[config.mk]
export PLATFORM = sky130hd
export DESIGN_NAME = integer_to_radix_text
export DESIGN_NICKNAME = d
export VERILOG_FILES = /design/src/irt_pkg.sv /design/src/irt_front.sv /design/src/irt_queue.sv /design/src/irt_back.sv /design/src/integer_to_radix_text.sv
export SDC_FILE = /design/constraint.sdc
export NUM_CORES = 1
export LEC_CHECK = 0
export ABC_CLOCK_PERIOD_IN_PS = 36900
export BUFFER_PORTS_ARGS = -buffer_cell sky130_fd_sc_hd__clkbuf_2
export CAP_MARGIN = 20
export CORE_AREA = 2 2 305 307
export DETAILED_ROUTE_END_ITERATION = 7
export DIE_AREA = 0 0 307 309
export SLEW_MARGIN = 15
export SYNTH_ARGS = -nofsm -noshare
export SYNTH_HDL_FRONTEND = slang
export SYNTH_HIERARCHICAL = 1
export SYNTH_SLANG_ARGS = --single-unit
[constraint.sdc]
create_clock -name clk -period 36.9 [get_ports clk]
set_input_delay 11.07 -clock clk [delete_from_list [all_inputs] [get_ports clk]]
set_output_delay 11.07 -clock clk [all_outputs]
set_load 0.005 [all_outputs]
[src/irt_pkg.sv]
// Shared types, constants and helpers for the integer to radix text converter.
`timescale 1ns / 1ps

package irt_pkg;

	localparam int VALUE_W = 64;
	localparam int BASE_W  = 6;
	localparam int LEN_W   = 7;
	localparam int CHAR_W  = 8;
	localparam int DIGIT_W = 6;
	localparam int NB_W    = 4;

	localparam logic [BASE_W-1:0] MIN_BASE = 6'd2;
	localparam logic [BASE_W-1:0] MAX_BASE = 6'd36;
	localparam logic [BASE_W-1:0] DEC_BASE = 6'd10;

	localparam logic [CHAR_W-1:0] CHAR_ZERO    = 8'h30;
	localparam logic [CHAR_W-1:0] CHAR_MINUS   = 8'h2D;
	localparam logic [CHAR_W-1:0] CHAR_UPPER_A = 8'h41;
	localparam logic [CHAR_W-1:0] CHAR_SPACE   = 8'h20;

	typedef enum logic [1:0] {
		REG_NUMBER_BASE = 2'd0,
		REG_FIELD_WIDTH = 2'd1,
		REG_PAD_CHAR    = 2'd2
	} reg_index_t;

	// One conversion as classified by the front end.
	typedef struct packed {
		logic               bad;
		logic               neg;
		logic [VALUE_W-1:0] mag;
		logic [BASE_W-1:0]  base;
		logic [LEN_W-1:0]   limit;
		logic               fixed;
		logic [CHAR_W-1:0]  pad;
	} job_t;

	function automatic logic [CHAR_W-1:0] digit_char(input logic [DIGIT_W-1:0] d);
		logic [CHAR_W-1:0] offs;
		offs = (d < 6'd10) ? CHAR_ZERO : (CHAR_UPPER_A - 8'd10);
		return offs + CHAR_W'(d);
	endfunction

endpackage

[src/irt_front.sv]
// Front end: configuration registers and classification of each input value.
`timescale 1ns / 1ps

module irt_front
	import irt_pkg::*;
#(
	parameter int MAX_CHARS = 64
) (
	input  logic               clk,
	input  logic               arst_n,
	input  logic               cfg_valid,
	output logic               cfg_ready,
	input  logic [1:0]         cfg_index,
	input  logic [7:0]         cfg_data,
	input  logic               in_valid,
	output logic               in_ready,
	input  logic [VALUE_W-1:0] in_value,
	input  logic               in_signed,
	output logic               job_valid,
	input  logic               job_ready,
	output job_t               job
);

	localparam logic [LEN_W-1:0] MAX_LEN = LEN_W'(MAX_CHARS);

	logic [BASE_W-1:0] base_q;
	logic [LEN_W-1:0]  width_q;
	logic [CHAR_W-1:0] pad_q;
	logic              neg;

	assign cfg_ready = 1'b1;

	always_ff @(posedge clk or negedge arst_n) begin
		if (!arst_n) begin
			base_q  <= DEC_BASE;
			width_q <= '0;
			pad_q   <= CHAR_SPACE;
		end else if (cfg_valid) begin
			case (reg_index_t'(cfg_index))
				REG_NUMBER_BASE: base_q  <= cfg_data[BASE_W-1:0];
				REG_FIELD_WIDTH: width_q <= cfg_data[LEN_W-1:0];
				REG_PAD_CHAR:    pad_q   <= cfg_data;
				default: ;
			endcase
		end
	end

	assign neg = (base_q == DEC_BASE) && in_signed && in_value[VALUE_W-1];

	always_comb begin
		job.bad   = (base_q < MIN_BASE) || (base_q > MAX_BASE);
		job.neg   = neg;
		job.mag   = neg ? (VALUE_W'(0) - in_value) : in_value;
		job.base  = base_q;
		job.fixed = (width_q != '0);
		job.limit = ((width_q == '0) || (width_q > MAX_LEN)) ? MAX_LEN : width_q;
		job.pad   = pad_q;
	end

	assign job_valid = in_valid;
	assign in_ready  = job_ready;

endmodule

[src/irt_queue.sv]
// Two-entry queue of classified conversions between front and back end.
`timescale 1ns / 1ps

module irt_queue
	import irt_pkg::*;
(
	input  logic clk,
	input  logic arst_n,
	input  logic push_valid,
	output logic push_ready,
	input  job_t push_job,
	output logic pop_valid,
	input  logic pop_ready,
	output job_t pop_job
);

	job_t       slot_q [2];
	logic       wr_ptr_q;
	logic       rd_ptr_q;
	logic [1:0] level_q;
	logic       do_push;
	logic       do_pop;

	assign push_ready = (level_q != 2'd2);
	assign pop_valid  = (level_q != 2'd0);
	assign pop_job    = slot_q[rd_ptr_q];
	assign do_push    = push_valid && push_ready;
	assign do_pop     = pop_valid && pop_ready;

	always_ff @(posedge clk) begin
		if (do_push) begin
			slot_q[wr_ptr_q] <= push_job;
		end
	end

	always_ff @(posedge clk or negedge arst_n) begin
		if (!arst_n) begin
			wr_ptr_q <= 1'b0;
			rd_ptr_q <= 1'b0;
			level_q  <= 2'd0;
		end else begin
			if (do_push) wr_ptr_q <= !wr_ptr_q;
			if (do_pop)  rd_ptr_q <= !rd_ptr_q;
			case ({do_push, do_pop})
				2'b10:   level_q <= level_q + 2'd1;
				2'b01:   level_q <= level_q - 2'd1;
				default: level_q <= level_q;
			endcase
		end
	end

endmodule

[src/irt_back.sv]
// Back end: byte-serial division into a digit store, then character emission.
`timescale 1ns / 1ps

module irt_back
	import irt_pkg::*;
#(
	parameter int MAX_CHARS = 64
) (
	input  logic              clk,
	input  logic              arst_n,
	input  logic              job_valid,
	output logic              job_ready,
	input  job_t              job,
	output logic              out_valid,
	input  logic              out_ready,
	output logic [CHAR_W-1:0] out_char,
	output logic              out_last,
	output logic              out_bad,
	output logic [LEN_W-1:0]  out_len
);

	localparam int ADDR_W = $clog2(MAX_CHARS);
	localparam logic [LEN_W-1:0] MAX_LEN = LEN_W'(MAX_CHARS);

	typedef enum logic [2:0] {
		ST_IDLE, ST_INIT, ST_DIV, ST_FIN, ST_PAD, ST_RD, ST_WR, ST_BAD
	} state_t;

	state_t             state_q;
	job_t               job_q;
	logic [VALUE_W-1:0] quot_q;
	logic [DIGIT_W-1:0] rem_q;
	logic [2:0]         byte_q;
	logic [NB_W-1:0]    nb_q;
	logic [LEN_W-1:0]   cnt_q;
	logic [LEN_W-1:0]   total_q;
	logic [LEN_W-1:0]   pads_q;
	logic [LEN_W-1:0]   pos_q;
	logic [LEN_W-1:0]   minus_pos_q;
	logic               minus_q;
	logic [LEN_W-1:0]   rd_idx_q;
	logic [DIGIT_W-1:0] rd_data_q;
	logic               out_valid_q;
	logic [CHAR_W-1:0]  out_char_q;
	logic               out_last_q;
	logic               out_bad_q;
	logic [LEN_W-1:0]   out_len_q;

	logic [DIGIT_W-1:0] digit_mem [MAX_CHARS];

	logic [13:0]        div_res;
	logic [VALUE_W-1:0] quot_next;
	logic [NB_W-1:0]    nb_init;
	logic [NB_W-1:0]    nb_next;
	logic [LEN_W-1:0]   cnt_inc;
	logic               out_free;
	logic               emit;
	logic               mem_we;
	logic               neg_eff;
	logic [LEN_W-1:0]   total_c;
	logic [LEN_W-1:0]   pads_c;

	// Eight steps of restoring division of one quotient byte by the radix.
	function automatic logic [13:0] div_byte(input logic [DIGIT_W-1:0] rem_in,
			input logic [7:0] num, input logic [BASE_W-1:0] base);
		logic [6:0]         t;
		logic [DIGIT_W-1:0] r;
		logic [7:0]         qb;
		r  = rem_in;
		qb = '0;
		for (int k = 7; k >= 0; k--) begin
			t = {r, num[k]};
			if (t >= {1'b0, base}) begin
				r     = DIGIT_W'(t - {1'b0, base});
				qb[k] = 1'b1;
			end else begin
				r = t[DIGIT_W-1:0];
			end
		end
		return {qb, r};
	endfunction

	assign div_res = div_byte(rem_q, quot_q[byte_q*8 +: 8], job_q.base);

	always_comb begin
		quot_next = quot_q;
		quot_next[byte_q*8 +: 8] = div_res[13:6];
	end

	always_comb begin
		nb_init = NB_W'(1);
		for (int k = 0; k < 8; k++) begin
			if (quot_q[k*8 +: 8] != 8'd0) nb_init = NB_W'(k + 1);
		end
	end

	// The quotient loses at most one significant byte per division.
	assign nb_next = ((nb_q > NB_W'(1)) && (quot_next[3'(nb_q - NB_W'(1))*8 +: 8] == 8'd0))
		? (nb_q - NB_W'(1)) : nb_q;
	assign cnt_inc  = cnt_q + LEN_W'(1);
	assign out_free = !out_valid_q || out_ready;
	assign emit     = out_free &&
		((state_q == ST_PAD) || (state_q == ST_WR) || (state_q == ST_BAD));
	assign mem_we   = (state_q == ST_DIV) && (byte_q == 3'd0);

	always_comb begin
		neg_eff = job_q.neg;
		if (!job_q.fixed && (cnt_q >= MAX_LEN)) neg_eff = 1'b0;
		total_c = job_q.fixed ? job_q.limit : (cnt_q + LEN_W'(neg_eff));
		pads_c  = total_c - cnt_q;
	end

	always_ff @(posedge clk) begin
		if (mem_we) begin
			digit_mem[cnt_q[ADDR_W-1:0]] <= div_res[DIGIT_W-1:0];
		end
		rd_data_q <= digit_mem[rd_idx_q[ADDR_W-1:0]];
	end

	assign job_ready = (state_q == ST_IDLE);
	assign out_valid = out_valid_q;
	assign out_char  = out_char_q;
	assign out_last  = out_last_q;
	assign out_bad   = out_bad_q;
	assign out_len   = out_len_q;

	always_ff @(posedge clk or negedge arst_n) begin
		if (!arst_n) begin
			state_q     <= ST_IDLE;
			out_valid_q <= 1'b0;
			quot_q      <= '0;
			cnt_q       <= '0;
		end else begin
			if (emit) begin
				out_valid_q <= 1'b1;
			end else if (out_ready) begin
				out_valid_q <= 1'b0;
			end
			case (state_q)
				ST_IDLE: begin
					if (job_valid) begin
						job_q   <= job;
						quot_q  <= job.mag;
						state_q <= job.bad ? ST_BAD : ST_INIT;
					end
				end
				ST_INIT: begin
					nb_q    <= nb_init;
					byte_q  <= 3'(nb_init - NB_W'(1));
					rem_q   <= '0;
					cnt_q   <= '0;
					state_q <= ST_DIV;
				end
				ST_DIV: begin
					quot_q <= quot_next;
					if (byte_q != 3'd0) begin
						rem_q  <= div_res[DIGIT_W-1:0];
						byte_q <= byte_q - 3'd1;
					end else begin
						cnt_q  <= cnt_inc;
						rem_q  <= '0;
						nb_q   <= nb_next;
						byte_q <= 3'(nb_next - NB_W'(1));
						if ((quot_next == '0) || (cnt_inc >= job_q.limit)) begin
							state_q <= ST_FIN;
						end
					end
				end
				ST_FIN: begin
					total_q     <= total_c;
					pads_q      <= pads_c;
					minus_q     <= neg_eff && (pads_c != '0);
					minus_pos_q <= (job_q.fixed && (job_q.pad == CHAR_ZERO))
						? '0 : (pads_c - LEN_W'(1));
					pos_q       <= '0;
					rd_idx_q    <= cnt_q - LEN_W'(1);
					state_q     <= (pads_c != '0) ? ST_PAD : ST_RD;
				end
				ST_PAD: begin
					if (out_free) begin
						out_char_q  <= (minus_q && (pos_q == minus_pos_q)) ? CHAR_MINUS : job_q.pad;
						out_last_q  <= 1'b0;
						out_bad_q   <= 1'b0;
						out_len_q   <= '0;
						pos_q       <= pos_q + LEN_W'(1);
						if (pos_q + LEN_W'(1) == pads_q) state_q <= ST_RD;
					end
				end
				ST_RD: begin
					state_q <= ST_WR;
				end
				ST_WR: begin
					if (out_free) begin
						out_char_q  <= digit_char(rd_data_q);
						out_last_q  <= (rd_idx_q == '0);
						out_bad_q   <= 1'b0;
						out_len_q   <= (rd_idx_q == '0) ? total_q : '0;
						rd_idx_q    <= rd_idx_q - LEN_W'(1);
						state_q     <= (rd_idx_q == '0) ? ST_IDLE : ST_RD;
					end
				end
				ST_BAD: begin
					if (out_free) begin
						out_char_q  <= '0;
						out_last_q  <= 1'b1;
						out_bad_q   <= 1'b1;
						out_len_q   <= '0;
						state_q     <= ST_IDLE;
					end
				end
				default: state_q <= ST_IDLE;
			endcase
		end
	end

endmodule

[src/integer_to_radix_text.sv]
// Top level of the integer to radix text converter.
`timescale 1ns / 1ps
//
//  Channel   Direction  Handshake                      Contents
//  s_axis    in         s_axis_tvalid / s_axis_tready  value_bits, signed_flag
//  m_axis    out        m_axis_tvalid / m_axis_tready  char_code, text_length, last, bad_radix
//  cfg       in         cfg_valid / cfg_ready          register index and data
//
// Each conversion is loaded, its significant bytes (1 to 8) are found, and each digit is made by
// dividing the quotient by the radix from its top significant byte down, one byte divided by the
// radix per cycle. The text is then sized, fill characters are sent, and each digit is read back
// through the digit store's read port and sent. A bad radix gives a lone error result. Reset
// clears the state, output valid flag, quotient and digit count; the digit store needs no clearing.
// Two classified values queue ahead of the converter, so the input stalls only when it is full.

module integer_to_radix_text
	import irt_pkg::*;
#(
	parameter int MAX_CHARS = 64
) (
	input  logic         clk,
	input  logic         arst_n,
	input  logic         cfg_valid,
	output logic         cfg_ready,
	input  logic [1:0]   cfg_index,
	input  logic [7:0]   cfg_data,
	input  logic         s_axis_tvalid,
	output logic         s_axis_tready,
	input  logic [63:0]  s_axis_tdata,  // [63:0] value_bits
	input  logic         s_axis_tuser,  // [0] signed_flag
	output logic         m_axis_tvalid,
	input  logic         m_axis_tready,
	output logic [15:0]  m_axis_tdata,  // [7:0] char_code, [14:8] text_length, [15] zero
	output logic         m_axis_tlast,
	output logic         m_axis_tuser   // [0] bad_radix
);

	logic              front_valid;
	logic              front_ready;
	job_t              front_job;
	logic              back_valid;
	logic              back_ready;
	job_t              back_job;
	logic [CHAR_W-1:0] out_char;
	logic [LEN_W-1:0]  out_len;

	irt_front #(.MAX_CHARS(MAX_CHARS)) u_front (
		.clk       (clk),
		.arst_n    (arst_n),
		.cfg_valid (cfg_valid),
		.cfg_ready (cfg_ready),
		.cfg_index (cfg_index),
		.cfg_data  (cfg_data),
		.in_valid  (s_axis_tvalid),
		.in_ready  (s_axis_tready),
		.in_value  (s_axis_tdata),
		.in_signed (s_axis_tuser),
		.job_valid (front_valid),
		.job_ready (front_ready),
		.job       (front_job)
	);

	irt_queue u_queue (
		.clk        (clk),
		.arst_n     (arst_n),
		.push_valid (front_valid),
		.push_ready (front_ready),
		.push_job   (front_job),
		.pop_valid  (back_valid),
		.pop_ready  (back_ready),
		.pop_job    (back_job)
	);

	irt_back #(.MAX_CHARS(MAX_CHARS)) u_back (
		.clk       (clk),
		.arst_n    (arst_n),
		.job_valid (back_valid),
		.job_ready (back_ready),
		.job       (back_job),
		.out_valid (m_axis_tvalid),
		.out_ready (m_axis_tready),
		.out_char  (out_char),
		.out_last  (m_axis_tlast),
		.out_bad   (m_axis_tuser),
		.out_len   (out_len)
	);

	assign m_axis_tdata = {1'b0, out_len, out_char};

	// An error result is a lone transfer with no character and no length.
	a_bad_is_lone: assert property (@(posedge clk) disable iff (!arst_n)
		m_axis_tvalid && m_axis_tuser |->
			m_axis_tlast && (m_axis_tdata[7:0] == 8'd0) && (m_axis_tdata[14:8] == 7'd0))
		else $error("error result carries a character or length");

	// The length appears only on the final character.
	a_len_on_last: assert property (@(posedge clk) disable iff (!arst_n)
		m_axis_tvalid && !m_axis_tlast |-> (m_axis_tdata[14:8] == 7'd0))
		else $error("text length on a character that is not the last");

	// A real conversion always reports between one and MAX_CHARS characters.
	a_len_range: assert property (@(posedge clk) disable iff (!arst_n)
		m_axis_tvalid && m_axis_tlast && !m_axis_tuser |->
			(m_axis_tdata[14:8] != 7'd0) && (m_axis_tdata[14:8] <= 7'(MAX_CHARS)))
		else $error("text length out of range");

endmodule
==> metrics.yaml <==
setup_path:
  r2r-end: "u_back/rem_q[0]"
  critPathKind: "register to register"
  crit_arrival_ns: 22.92
  r2r_cells: 78
  end_kind: "register"
  path_buf_inv: 9
  setup.worst_path.start: "u_back/byte_q[0]"
  reg2reg_from: "u_back/byte_q[0]"
  path_max_fanout: 41
  cp.required_ns: 37.39
  slowest_stage: "a211oi_4"
  path_common_cell: "a21o_1"
  crit_family: "compound AO/OA/AOI/OAI gates"
  slowest_delay_ns: 0.83
  crit_cells: 78
  reg2reg_slack_ns: 14.48
  start_kind: "register"
  endpoint: "u_back/rem_q[0]"
sta:
  tightest_slew_ns: 1.08
  max_freq_mhz: 44.6
  slew_headroom: 0.273
  setup_viol: 0
  hold_viol_final: 0
  tns_ns: 0
  finalCritPeriodShare: 0.608
  finClkSkew_ns: 0.0369
  drv_slew: 0
  rsz0062_at_grt: "no"
  period_needed_ns: 22.42
clock_tree:
  clkLatencyLatePin_ns: 0.64
  post-cts-setup-buffers: 0
  cts.sinks: 755
  post_cts_resized: 0
  cts_buffers: 81
  ctsHoldBuffers: 0
  cts_max_level: 3
  clk_path_buf_depth: 3
  path_clk_slew_ns: 0.06
  root_buffer: "clkbuf_16"
  cts_tree: "yes"
final_layout:
  syn_to_final_growth_pct: 12.2
  final-seq-area_mm2: 0.0221
  stdcell_area_mm2: 0.0409
  fin_util: 0.447
  fin_nets: 2814
  layout-drive-gt1-share: 0.210
  fillers: 8123
  multiInputGateArea_mm2: 0.0136
  n_antenna_cell: 0
floorplan:
  dieArea_mm2: 0.0949
  num_rows: 111
  initial_core_util: 0.399
  io_pins: 101
  core_area_mm2: 0.0914
  die_h_um: 309
  die_x_um: 307
placement:
  finalWeightedCongestion: 0.950
  io_buffers: 98
  place_hpwl_um: 66800
  place_area_mm2: 0.0382
global_route:
  grt_pass1_vias: 22713
  antenna_found_initial: 0
  grt_pass1_wl_um: 143000
  grtUsageTotal: 0.199
  overflow: 0
  grt_max_degree: 68
synth:
  synth_seq_area_share: 0.607
  ys_top_cells_by_area: "edfxtp_1 53%, mux4_2 8.8%, dfrtp_1 6.7%"
  ys_warn_count: 6
  synth_edf_count: 649
  yosysTopAreaCellShare: 0.535
  synthArstFlopShare: 0.132
  syn_avg_cell_area_um2: 14.4
  synthCells: 2539
  synth.top_cells.by_count: "649 x edfxtp_1, 203 x nor2_1, 143 x mux4_2"
  synth-seq-cells: 755
  synth_ff_type: "edfxtp_1"
  synth_top_area_cell: "edfxtp_1"
  ys_types: 106
  yosys.cell_count.top_type: "edfxtp_1"
  netlist_area_mm2: 0.0364
  syn-num-nets: 2707
route:
  via_count: 22680
  drc: 0
  vias_per_cell: 5.82
  wl_per_cell_um: 24.4
  dr.pass1.iters: 8
  drt_wl_total_um: 94900
  antenna_left: 0
  drt_first_iter_violations: 2229
hold_path:
  worstHoldPathType: "register to register"
run:
  maxCapViolCount: 0
outcome:
  outcome: "completed"
-- cell usage in the layout, fill, tap and decap left out, types with 34 or more instances in the layout --
master	synthesis	routed
edfxtp_1	649	649
nor2_1	203	201
mux4_2	143	143
o21ai_0	132	131
nand2_1	108	108
mux2_2	111	108
clkbuf_2	1	98
dfrtp_1	97	96
clkbuf_16	0	82
inv_1	80	80
ha_1	78	78
a21oi_1	77	77
xnor2_1	76	76
xor2_1	68	68
a22oi_1	57	57
nor3_1	51	50
nand3_1	43	43
buf_4	10	34
-- worst reg2reg max path, delay by kind of cell, from the launching register on --
family | cells | cell delay [ns]
AOI/OAI and AO/OA | 39 | 10.53
muxes | 6 | 2.78
buffers and inverters | 9 | 2.16
DFF | 1 | 0.32
adders and majority gates | 8 | 2.42
and+or+nand+nor | 16 | 4.09
-- layer usage --
metal | up-vias | track usage | wire (um)
met5 | - | 0 | 0
met4 | 0 | 0.0673 | 3110
met3 | 173 | 0.0297 | 5690
met2 | 848 | 0.329 | 45700
met1 | 11547 | 0.270 | 40400
li1 | 10112 | - | -
-- area by class of cell --
cell class | count | area share
multi-input cells | 1589 | 0.332
repair buffers | 135 | 0.0197
well taps | 1186 | 0.0363
clock buffers | 101 | 0.0529
flip-flops and latches | 755 | 0.541
clock inverters | 45 | 0.0105
inverters | 84 | 0.00771
-- state kept, by name (all words and copies together) (netlist names), 2 cells and up --
name,flops
u_back/rd_data_q,6
u_queue/slot_q,176
u_back/digit_mem,384
u_back/rem_q,6
u_queue/level_q,2
u_back/job_q,23
u_front/width_q,7
u_back/out_len,7
u_back/out_char,8
u_back/state_q,3
u_front/pad_q,8
u_back/quot_q,64
u_back/pos_q,7
u_back/rd_idx_q,7
u_back/cnt_q,7
u_back/byte_q,3
u_back/nb_q,4
u_back/pads_q,7
u_back/minus_pos_q,7
u_front/base_q,6
u_back/total_q,7
-- worst min-delay path by stage --
| stage | startpoint | end | slack [ns] | cells past startpoint |
|---|---|---|---|---|
| 2_1_floorplan | u_front/pad_q[0] | u_queue/slot_q[0][0] | 0.44 | 0 |
| 3_3_place_gp | u_front/pad_q[2] | u_queue/slot_q[0][2] | 0.45 | 0 |
| 3_5_place_dp | u_front/pad_q[4] | u_queue/slot_q[0][4] | 0.46 | 0 |
| 4_1_cts | u_front/pad_q[4] | u_queue/slot_q[0][4] | 0.48 | 0 |
| 5_1_grt | u_front/pad_q[6] | u_queue/slot_q[0][6] | 0.49 | 0 |
| 6_report | u_front/pad_q[4] | u_queue/slot_q[1][4] | 0.47 | 0 |
-- through the flow --
stage	setup WS (ns)	instances	hold slack (ns)
after CTS	14.69	3892	0.478
after global placement	15.55	3745	0.454
after floorplan	17.18	2539	0.437
final	14.48	3895	0.472
after global routing	12.97	3895	0.489
after detailed placement	14.71	3746	0.464
-- kinds of logic after synthesis --
kind of cell,Yosys count,synth area share
multiplexers,298,0.136
flip-flops,755,0.607
other,2,0.000206
AO/OA/AOI/OAI,458,0.0846
adder cells (fa/ha/maj),88,0.0323
XOR/XNOR,144,0.0346
AND/OR/NAND/NOR,599,0.0829
buffers and inverters,195,0.0225
Power is not shown: default switching activity piles up to over one toggle a cycle in this logic, so the estimate is an artifact.
